**src/hw/rtl/ogs_pkg.sv**
```systemverilog
`default_nettype none

package ogs_pkg;

  typedef enum logic [1:0] {
    OP_CLEAR  = 2'd0,
    OP_CIRCLE = 2'd1,
    OP_RECT   = 2'd2,
    OP_READ   = 2'd3
  } ogs_op_e;

  typedef struct packed {
    ogs_op_e    opcode;
    logic [5:0] center_x;
    logic [5:0] center_y;
    logic [4:0] radius;
    logic [5:0] rect_width;
    logic [5:0] rect_height;
    logic [4:0] margin;
    logic       fill_value;
  } ogs_cmd_t;

  typedef struct packed {
    logic cell_value;
    logic in_grid;
  } ogs_rsp_t;

  localparam logic CELL_EMPTY = 1'b1;

endpackage

`default_nettype wire

```
**src/hw/rtl/ogs_stream_if.sv**
```systemverilog
`default_nettype none

interface ogs_stream_if #(
  parameter type payload_t = logic
) ();

  logic     valid;
  logic     ready;
  payload_t data;

  modport source (output valid, output data, input ready);
  modport sink   (input valid, input data, output ready);

endinterface

`default_nettype wire

```
**src/hw/rtl/occupancy_grid_shape_stamper.sv**
```systemverilog
// Channel | Dir | Payload    | Word accepted when
// --------+-----+------------+--------------------------------
// cmd_i   | in  | ogs_cmd_t  | cmd_i.valid && cmd_i.ready
// rsp_o   | out | ogs_rsp_t  | rsp_o.valid && rsp_o.ready
//
// A circle scans (2r+1)^2 cells and a rectangle 4*(2m+1)^2 + (2ow+1)*(2oh+1) cells,
// with ow and oh the widened half extents: the grid memory has one write port, one cell a cycle.
// A clear sweeps all GRID_WIDTH*GRID_HEIGHT cells, one a cycle.
// After reset the same sweep runs before cmd_i is ready.
// One command is in work at a time; a finished word waits in the output register and
// the next command is taken while it waits. The block stalls only if that register is full.
`default_nettype none

module occupancy_grid_shape_stamper #(
  parameter int GRID_WIDTH  = 61,
  parameter int GRID_HEIGHT = 41
) (
  input  logic         clk_i,
  input  logic         rst_ni,
  ogs_stream_if.sink   cmd_i,
  ogs_stream_if.source rsp_o
);

  import ogs_pkg::*;

  localparam int DEPTH = GRID_WIDTH * GRID_HEIGHT;
  localparam int AW    = $clog2(DEPTH);
  localparam int XW    = $clog2(GRID_WIDTH);
  localparam int YW    = $clog2(GRID_HEIGHT);

  typedef enum logic [5:0] {
    ST_IDLE  = 6'b000001,
    ST_SWEEP = 6'b000010,
    ST_STAMP = 6'b000100,
    ST_DRAIN = 6'b001000,
    ST_READ  = 6'b010000,
    ST_DONE  = 6'b100000
  } state_e;

  state_e            state_q, state_d;
  logic [AW-1:0]     sweep_q, sweep_d;
  logic              rsp_due_q, rsp_due_d;
  logic [2:0]        phase_q, phase_d;
  logic signed [6:0] dx_q, dx_d, dy_q, dy_d;
  logic              st_we_q, st_we_d;
  logic [XW-1:0]     gx_q;
  logic [YW-1:0]     gy_q;
  logic              rsp_valid_q, rsp_valid_d;
  ogs_rsp_t          rsp_q, rsp_d;

  ogs_op_e           op_q;
  logic [5:0]        cx_q, cy_q;
  logic [4:0]        hw_q, hh_q, rad_q;
  logic              fill_q, rd_in_q;

  logic              grid_mem [DEPTH];
  logic              rdata_q;

  logic              cmd_acc;
  logic [4:0]        rad_in;
  logic              rd_in;

  logic              box_ph, centre_ph, nxt_box;
  logic [5:0]        ow, oh, ext_x, ext_y, nxt_x, nxt_y;
  logic signed [6:0] ext_x_s, ext_y_s;
  logic [7:0]        ccx_u, ccy_u;
  logic signed [9:0] gx, gy;
  logic              gx_in, gy_in;
  logic [5:0]        adx, ady;
  logic [11:0]       sqx, sqy;
  logic [9:0]        rr;
  logic [12:0]       sq_sum;
  logic              hit_disk, hit_box, hit;
  logic              last_dx, last_dy;

  logic              mem_we, mem_wdata, mem_re;
  logic [AW-1:0]     mem_waddr, mem_raddr;

  assign cmd_i.ready = (state_q == ST_IDLE);
  assign cmd_acc     = cmd_i.valid && cmd_i.ready;
  assign rsp_o.valid = rsp_valid_q;
  assign rsp_o.data  = rsp_q;

  assign rad_in = (cmd_i.data.opcode == OP_CIRCLE) ? cmd_i.data.radius : cmd_i.data.margin;
  assign rd_in  = (cmd_i.data.opcode == OP_READ)
               && ({3'b000, cmd_i.data.center_x} < 9'(GRID_WIDTH))
               && ({3'b000, cmd_i.data.center_y} < 9'(GRID_HEIGHT));

  // Phases 0 to 3 of a rectangle are the corner disks, phase 4 is the widened box.
  assign box_ph    = (op_q == OP_RECT) && (phase_q == 3'd4);
  assign centre_ph = (op_q != OP_RECT) || box_ph;
  assign nxt_box   = (phase_q == 3'd3);
  assign ow        = {1'b0, hw_q} + {1'b0, rad_q};
  assign oh        = {1'b0, hh_q} + {1'b0, rad_q};
  assign ext_x     = box_ph ? ow : {1'b0, rad_q};
  assign ext_y     = box_ph ? oh : {1'b0, rad_q};
  assign nxt_x     = nxt_box ? ow : {1'b0, rad_q};
  assign nxt_y     = nxt_box ? oh : {1'b0, rad_q};
  assign ext_x_s   = {1'b0, ext_x};
  assign ext_y_s   = {1'b0, ext_y};

  always_comb begin
    ccx_u = {2'b00, cx_q};
    ccy_u = {2'b00, cy_q};
    if (!centre_ph) begin
      ccx_u = phase_q[1] ? ({2'b00, cx_q} + {3'b000, hw_q}) : ({2'b00, cx_q} - {3'b000, hw_q});
      ccy_u = phase_q[0] ? ({2'b00, cy_q} + {3'b000, hh_q}) : ({2'b00, cy_q} - {3'b000, hh_q});
    end
  end

  assign gx    = {{2{ccx_u[7]}}, ccx_u} + {{3{dx_q[6]}}, dx_q};
  assign gy    = {{2{ccy_u[7]}}, ccy_u} + {{3{dy_q[6]}}, dy_q};
  assign gx_in = (gx[9] == 1'b0) && ($unsigned(gx) < 10'(GRID_WIDTH));
  assign gy_in = (gy[9] == 1'b0) && ($unsigned(gy) < 10'(GRID_HEIGHT));

  assign adx      = dx_q[6] ? 6'(-dx_q) : dx_q[5:0];
  assign ady      = dy_q[6] ? 6'(-dy_q) : dy_q[5:0];
  assign sqx      = {6'd0, adx} * {6'd0, adx};
  assign sqy      = {6'd0, ady} * {6'd0, ady};
  assign rr       = {5'd0, rad_q} * {5'd0, rad_q};
  assign sq_sum   = {1'b0, sqx} + {1'b0, sqy};
  assign hit_disk = (sq_sum <= {3'b000, rr});
  assign hit_box  = !((adx > {1'b0, hw_q}) && (ady > {1'b0, hh_q}));
  assign hit      = box_ph ? hit_box : hit_disk;

  assign last_dx = (dx_q == ext_x_s);
  assign last_dy = (dy_q == ext_y_s);

  always_comb begin
    state_d     = state_q;
    sweep_d     = sweep_q;
    rsp_due_d   = rsp_due_q;
    phase_d     = phase_q;
    dx_d        = dx_q;
    dy_d        = dy_q;
    st_we_d     = 1'b0;
    rsp_valid_d = rsp_valid_q && !rsp_o.ready;
    rsp_d       = rsp_q;
    unique case (state_q)
      ST_IDLE: begin
        if (cmd_acc) begin
          unique case (cmd_i.data.opcode)
            OP_CLEAR: begin
              state_d   = ST_SWEEP;
              sweep_d   = '0;
              rsp_due_d = 1'b1;
            end
            OP_CIRCLE, OP_RECT: begin
              state_d = ST_STAMP;
              phase_d = 3'd0;
              dx_d    = 7'd0 - {2'b00, rad_in};
              dy_d    = 7'd0 - {2'b00, rad_in};
            end
            OP_READ: state_d = ST_READ;
            default: state_d = ST_IDLE;
          endcase
        end
      end
      ST_SWEEP: begin
        sweep_d = sweep_q + 1'b1;
        if (sweep_q == AW'(DEPTH - 1)) begin
          state_d = rsp_due_q ? ST_DONE : ST_IDLE;
        end
      end
      ST_STAMP: begin
        st_we_d = hit && gx_in && gy_in;
        if (!last_dy) begin
          dy_d = dy_q + 7'sd1;
        end else begin
          dy_d = -ext_y_s;
          if (!last_dx) begin
            dx_d = dx_q + 7'sd1;
          end else if ((op_q != OP_RECT) || box_ph) begin
            state_d = ST_DRAIN;
          end else begin
            phase_d = phase_q + 3'd1;
            dx_d    = 7'd0 - {1'b0, nxt_x};
            dy_d    = 7'd0 - {1'b0, nxt_y};
          end
        end
      end
      ST_DRAIN: state_d = ST_DONE;
      ST_READ:  state_d = ST_DONE;
      ST_DONE: begin
        if (!rsp_valid_q || rsp_o.ready) begin
          rsp_valid_d      = 1'b1;
          rsp_d.cell_value = rd_in_q & rdata_q;
          rsp_d.in_grid    = rd_in_q;
          state_d          = ST_IDLE;
        end
      end
      default: state_d = ST_IDLE;
    endcase
  end

  always_ff @(posedge clk_i or negedge rst_ni) begin
    if (!rst_ni) begin
      state_q     <= ST_SWEEP;
      sweep_q     <= '0;
      rsp_due_q   <= 1'b0;
      phase_q     <= 3'd0;
      dx_q        <= '0;
      dy_q        <= '0;
      st_we_q     <= 1'b0;
      rsp_valid_q <= 1'b0;
    end else begin
      state_q     <= state_d;
      sweep_q     <= sweep_d;
      rsp_due_q   <= rsp_due_d;
      phase_q     <= phase_d;
      dx_q        <= dx_d;
      dy_q        <= dy_d;
      st_we_q     <= st_we_d;
      rsp_valid_q <= rsp_valid_d;
    end
  end

  always_ff @(posedge clk_i) begin
    rsp_q <= rsp_d;
    gx_q  <= gx[XW-1:0];
    gy_q  <= gy[YW-1:0];
    if (cmd_acc) begin
      op_q    <= cmd_i.data.opcode;
      cx_q    <= cmd_i.data.center_x;
      cy_q    <= cmd_i.data.center_y;
      hw_q    <= cmd_i.data.rect_width[5:1];
      hh_q    <= cmd_i.data.rect_height[5:1];
      rad_q   <= rad_in;
      fill_q  <= cmd_i.data.fill_value;
      rd_in_q <= rd_in;
    end
  end

  // The stamp write is registered, landing in the cycle after the cell is chosen; the drain
  // state lets the last one settle before the result goes out, so a following read sees it.
  assign mem_we    = (state_q == ST_SWEEP) || st_we_q;
  assign mem_wdata = (state_q == ST_SWEEP) ? CELL_EMPTY : fill_q;
  assign mem_waddr = (state_q == ST_SWEEP) ? sweep_q
                   : AW'(AW'(gy_q) * AW'(GRID_WIDTH) + AW'(gx_q));
  assign mem_re    = (state_q == ST_READ) && rd_in_q;
  assign mem_raddr = AW'(AW'(cy_q) * AW'(GRID_WIDTH) + AW'(cx_q));

  always_ff @(posedge clk_i) begin
    if (mem_we) begin
      grid_mem[mem_waddr] <= mem_wdata;
    end
    if (mem_re) begin
      rdata_q <= grid_mem[mem_raddr];
    end
  end

  a_stamp_write_in_stamp: assert property (@(posedge clk_i) disable iff (!rst_ni)
    st_we_q |-> (state_q == ST_STAMP) || (state_q == ST_DRAIN))
    else $error("stamp write pending outside the stamp sequence");

  a_offset_y_in_range: assert property (@(posedge clk_i) disable iff (!rst_ni)
    (state_q == ST_STAMP) |-> (dy_q <= ext_y_s) && (dy_q >= -ext_y_s))
    else $error("row offset left the shape extent");

  a_offset_x_in_range: assert property (@(posedge clk_i) disable iff (!rst_ni)
    (state_q == ST_STAMP) |-> (dx_q <= ext_x_s) && (dx_q >= -ext_x_s))
    else $error("column offset left the shape extent");

  a_phase_range: assert property (@(posedge clk_i) disable iff (!rst_ni)
    (state_q == ST_STAMP) |-> (phase_q <= 3'd4) && ((op_q == OP_RECT) || (phase_q == 3'd0)))
    else $error("stamp phase out of range");

  a_cell_only_in_grid: assert property (@(posedge clk_i) disable iff (!rst_ni)
    (rsp_valid_q && !rsp_q.in_grid) |-> !rsp_q.cell_value)
    else $error("cell value reported without an in-grid read");

endmodule

`default_nettype wire

```
**src/flat_wrapper.sv**
```systemverilog
// flat-port wrapper written by rule: the top's interface ports become plain ports
module occupancy_grid_shape_stamper_flat import ogs_pkg::*;
#(
  parameter int GRID_WIDTH  = 61,
  parameter int GRID_HEIGHT = 41
)
  (clk_i, rst_ni, cmd_i_valid, cmd_i_data, cmd_i_ready, rsp_o_valid, rsp_o_data, rsp_o_ready);
  ogs_stream_if #(.payload_t(ogs_cmd_t)) cmd_i_i ();
  ogs_stream_if #(.payload_t(ogs_rsp_t)) rsp_o_i ();
  input  logic clk_i;
  input  logic rst_ni;
  input wire logic [$bits(cmd_i_i.valid)-1:0] cmd_i_valid;
  input wire logic [$bits(cmd_i_i.data)-1:0] cmd_i_data;
  output wire logic [$bits(cmd_i_i.ready)-1:0] cmd_i_ready;
  output wire logic [$bits(rsp_o_i.valid)-1:0] rsp_o_valid;
  output wire logic [$bits(rsp_o_i.data)-1:0] rsp_o_data;
  input wire logic [$bits(rsp_o_i.ready)-1:0] rsp_o_ready;
  assign cmd_i_i.valid = cmd_i_valid;
  assign cmd_i_i.data = cmd_i_data;
  assign cmd_i_ready = cmd_i_i.ready;
  assign rsp_o_valid = rsp_o_i.valid;
  assign rsp_o_data = rsp_o_i.data;
  assign rsp_o_i.ready = rsp_o_ready;
  occupancy_grid_shape_stamper #(.GRID_WIDTH(GRID_WIDTH), .GRID_HEIGHT(GRID_HEIGHT)) u_core (.clk_i(clk_i), .rst_ni(rst_ni), .cmd_i(cmd_i_i), .rsp_o(rsp_o_i));
endmodule
```
**config.mk**
```make
export PLATFORM = sky130hd
export DESIGN_NAME = occupancy_grid_shape_stamper_flat
export DESIGN_NICKNAME = d
export VERILOG_FILES = /design/src/hw/rtl/ogs_pkg.sv /design/src/hw/rtl/ogs_stream_if.sv /design/src/hw/rtl/occupancy_grid_shape_stamper.sv /design/src/flat_wrapper.sv
export SDC_FILE = /design/constraint.sdc
export NUM_CORES = 2
export LEC_CHECK = 0
export BUFFER_PORTS_ARGS = -buffer_cell sky130_fd_sc_hd__buf_2
export CAP_MARGIN = 20
export CORE_MARGIN = 10
export CORE_UTILIZATION = 60
export CTS_BUF_LIST = sky130_fd_sc_hd__clkbuf_2 sky130_fd_sc_hd__clkbuf_4 sky130_fd_sc_hd__clkbuf_8
export DETAILED_ROUTE_END_ITERATION = 10
export PLACE_DENSITY_LB_ADDON = 0.15
export REMOVE_ABC_BUFFERS = 1
export SYNTH_ARGS = -nofsm -noshare
export SYNTH_HDL_FRONTEND = slang
export SYNTH_SLANG_ARGS = --single-unit
```
**constraint.sdc**
```tcl
create_clock -name clk_i -period 48.8 [get_ports clk_i]
set_clock_uncertainty 0.15 [all_clocks]
set_input_delay 9.76 -clock clk_i [delete_from_list [all_inputs] [get_ports clk_i]]
set_output_delay 9.76 -clock clk_i [all_outputs]
set_load 0.01 [all_outputs]
```
==> impl_metrics.prom <==
# TYPE chip_impl_metric gauge
chip_impl_metric{name="fp-row-count",unit=""} 165
chip_impl_info{name="clock_tree.root_cell",value="sky130_fd_sc_hd__clkbuf_8"} 1
chip_impl_metric{name="cts_hold_repair.buffers",unit=""} 0
chip_impl_metric{name="clock_sink_count",unit=""} 2585
chip_impl_metric{name="cts_htree_levels",unit=""} 5
chip_impl_metric{name="mean_post_synth_cell_area",unit="µm²"} 14.04
chip_impl_metric{name="grt.overflow.total",unit=""} 0
chip_impl_metric{name="placeableCoreArea",unit="µm²"} 202700
chip_impl_metric{name="drt_wl_total",unit="µm"} 334600
chip_impl_metric{name="synth_enable_flop_cells",unit=""} 2535
chip_impl_metric{name="io_buffer_count",unit=""} 42
chip_impl_metric{name="area_enclosed_by_the_die_boundary",unit="µm²"} 222800
chip_impl_metric{name="clk_transition_reported_paths",unit="ns"} 0.07
chip_impl_metric{name="via_per_inst",unit=""} 6.675
chip_impl_metric{name="area_delta_synth_final",unit="%"} 7.917
chip_impl_metric{name="groute.usage.overall",unit="%"} 29.58
chip_impl_metric{name="cp_data_required_time",unit="ns"} 38.89
chip_impl_metric{name="async_reset_ff_share",unit="%"} 1.470
chip_impl_metric{name="die_h",unit="µm"} 472.0
chip_impl_info{name="synth_top_family_by_area",value="simple AND/OR/NAND/NOR gates"} 1
chip_impl_metric{name="yosys.area_share.simple",unit="%"} 13.31
chip_impl_metric{name="detailedRoute.firstIterationViolations",unit=""} 10650
chip_impl_metric{name="ys.warnings.count",unit=""} 0
chip_impl_metric{name="fillerInstances",unit=""} 14770
chip_impl_info{name="critPathKind",value="reg2out"} 1
chip_impl_metric{name="cts_buffers",unit=""} 433
chip_impl_metric{name="dieWidth",unit="µm"} 472.0
chip_impl_metric{name="drive_above_1_share",unit="%"} 20.66
chip_impl_metric{name="max_root_sink_buffers",unit=""} 4
chip_impl_info{name="outcome",value="finished, final reports clean"} 1
chip_impl_metric{name="setup_viol",unit=""} 0
chip_impl_metric{name="synth.top_cell.area_share",unit="%"} 62.11
chip_impl_metric{name="drv_cap",unit=""} 0
chip_impl_metric{name="holdWs",unit="ns"} 0.3237
chip_impl_metric{name="starting_utilization_of_the_core_area",unit="%"} 60.46
chip_impl_metric{name="global_route_wire_length_before_repair",unit="µm"} 493300
chip_impl_metric{name="remaining_drc_errors",unit=""} 0
chip_impl_metric{name="gp_congestion",unit=""} 0.8729
chip_impl_metric{name="antenna_found_initial",unit=""} 17
chip_impl_metric{name="hold_viol",unit=""} 0
chip_impl_metric{name="setup_slack",unit="ns"} 36.18
chip_impl_metric{name="insertion_delay",unit="ns"} 1.12
chip_impl_metric{name="synth_sequential_area_ratio",unit="%"} 63.08
chip_impl_metric{name="synth_cells",unit=""} 8732
chip_impl_metric{name="drtPass1Iterations",unit=""} 6
chip_impl_info{name="hold_path_class",value="reg2reg"} 1
chip_impl_metric{name="yosysUniqueCellTypes",unit=""} 93
chip_impl_metric{name="synth-compound-area-share",unit="%"} 2.726
chip_impl_info{name="setup_repair_after_global_routing_missed_its_margin",value="no"} 1
chip_impl_metric{name="detailroute.via_count",unit=""} 76880
chip_impl_metric{name="post-cts-setup-buffers",unit=""} 0
chip_impl_metric{name="final_antenna_net_count",unit=""} 0
chip_impl_info{name="worstSetupEndpointType",value="output pin"} 1
chip_impl_metric{name="detailedPlacementHpwl",unit="µm"} 186300
chip_impl_metric{name="arrival",unit="ns"} 2.71
chip_impl_info{name="yosys-top-cells-area",value="sky130_fd_sc_hd__edfxtp_1, sky130_fd_sc_hd__mux4_2, sky130_fd_sc_hd__nor3_1"} 1
chip_impl_metric{name="tightest_slew",unit="ns"} 1.299
chip_impl_info{name="synth_top_flop_cell",value="sky130_fd_sc_hd__edfxtp_1"} 1
chip_impl_info{name="synth_top_cells_by_count",value="sky130_fd_sc_hd__edfxtp_1, sky130_fd_sc_hd__nor2_1, sky130_fd_sc_hd__nor3_1, sky130_fd_sc_hd__mux4_2, sky130_fd_sc_hd__nand2_1"} 1
chip_impl_metric{name="final_net_count",unit=""} 8820
chip_impl_metric{name="relSlewSlack",unit="%"} 12.60
chip_impl_metric{name="post-route-min-period",unit="ns"} 12.62
chip_impl_metric{name="dpl_worst_slack",unit="ns"} 36.34
chip_impl_metric{name="post_synth_instance_area",unit="µm²"} 122600
chip_impl_metric{name="timing.critical_path.fanout_max",unit=""} 7
chip_impl_metric{name="period_share",unit="%"} 25.87
chip_impl_info{name="start_kind",value="flop"} 1
chip_impl_metric{name="synth_fa_ha_area_share",unit="%"} 3.079
chip_impl_metric{name="synth.ff_latch_count",unit=""} 2585
chip_impl_metric{name="fraction_of_synthesized_area_in_multiplexers",unit="%"} 13.01
chip_impl_metric{name="fmaxAchievable",unit="MHz"} 79.22
chip_impl_metric{name="timing.final.max_slew_violations",unit=""} 0
chip_impl_metric{name="postCtsResizedCells",unit=""} 0
chip_impl_metric{name="io_pins",unit=""} 45
chip_impl_metric{name="finalSetupTns",unit="ns"} 0
chip_impl_info{name="cts_tree",value="built"} 1
chip_impl_metric{name="routed_wire_length_per_instance",unit="µm"} 29.06
chip_impl_metric{name="grt_pass1_vias",unit=""} 75930
chip_impl_metric{name="pin_count_of_the_biggest_net_entering_global_routing",unit=""} 249
chip_impl_info{name="post-synth-top-count-cell",value="sky130_fd_sc_hd__edfxtp_1"} 1
chip_impl_metric{name="yosys.area_share.xor_xnor",unit="%"} 0.7850
chip_impl_info{name="synthDominantAreaCellType",value="sky130_fd_sc_hd__edfxtp_1"} 1
per-layer routing:
layer / track usage, % / wire length [µm] / part of all wire, %
met1: 39.58 / 124900 / 37
met2: 46.40 / 157300 / 47
met3: 7.161 / 35930 / 11
met4: 13.36 / 16420 / 4.9
met5: 0 / 94 / 0.028
stage by stage:
step	area [µm²]	std cells	utilization [%]
global route	132300	11520	65.24
finish	132300	11520	65.24
floorplan	118300	7851	-
CTS	131900	11500	65.06
detailed placement	123800	10740	61.06
global placement	123800	10740	61.04
layout make-up:
type	count	area, µm²	share of cell area [%]
multi-input combinational	5097	40790	30.84
timing repair buffer	234	2049	1.550
antenna	3	7.507	0.005676
sequential	2585	77320	58.45
tap	2672	3343	2.528
clock inverter	165	910.9	0.6887
clock buffer	592	7209	5.451
inverter	169	635.6	0.4806
state kept, by name, indices dropped and copies added (netlist names), 6 cells and up:
register / count
u_core.cx_q: 6
u_core.cy_q: 6
u_core.dx_q: 7
u_core.dy_q: 7
u_core.grid_mem: 2501
u_core.gx_q: 6
u_core.gy_q: 6
u_core.state_q: 6
u_core.sweep_q: 12
final timing paths:
kind / startpoint / endpoint / slack, ns / cells after the start
worst max-delay path: u_core.state_q[3]$_DFFE_PN0P_ / cmd_i_ready / 36.18 / 4
worst max register to register: u_core.cy_q[1]$_DFFE_PP_ / u_core.rdata_q$_DFFE_PP_ / 40.03 / 19
max in group asynchronous: rst_ni / u_core.sweep_q[6]$_DFFE_PN0P_ / 39.24 / 1
worst min-delay path: u_core.rsp_due_q$_DFFE_PN0P_ / u_core.rsp_due_q$_DFFE_PN0P_ / 0.32 / 1
min in group asynchronous: rst_ni / u_core.state_q[3]$_DFFE_PN0P_ / 8.69 / 1
worst min register to register: u_core.rsp_due_q$_DFFE_PN0P_ / u_core.rsp_due_q$_DFFE_PN0P_ / 0.32 / 1
cells by family after synthesis:
logic type,after synthesis
mux,764
compound gates,514
simple gates,3451
fa+ha+maj,259
xor+xnor,109
flops,2585
buf+inv,1050
worst max-delay path: stages (launching register included):
cell	delay (ns)
sky130_fd_sc_hd__dfrtp_1	0.44
sky130_fd_sc_hd__nor3_1	0.38
sky130_fd_sc_hd__nor4bb_1	0.47
sky130_fd_sc_hd__buf_4	0.23
sky130_fd_sc_hd__buf_2	0.14
cell usage in the layout, fill, tap and decap left out, types with 94 or more instances in the layout:
cell type and n:
sky130_fd_sc_hd__clkbuf_8 442, sky130_fd_sc_hd__nand2_1 425, sky130_fd_sc_hd__nor3_2 170, sky130_fd_sc_hd__a21oi_1 125, sky130_fd_sc_hd__inv_1 168, sky130_fd_sc_hd__nor3_1 1226
sky130_fd_sc_hd__edfxtp_1 2535, sky130_fd_sc_hd__clkbuf_4 150, sky130_fd_sc_hd__mux2i_1 94, sky130_fd_sc_hd__ha_1 186, sky130_fd_sc_hd__o21ai_0 99, sky130_fd_sc_hd__mux4_2 657
sky130_fd_sc_hd__clkinv_1 104, sky130_fd_sc_hd__nor2_1 1274, sky130_fd_sc_hd__buf_4 164
Power is left out: the tool's default activity adds up to more than one toggle a clock period on the data nets, which glitch-free logic cannot reach.
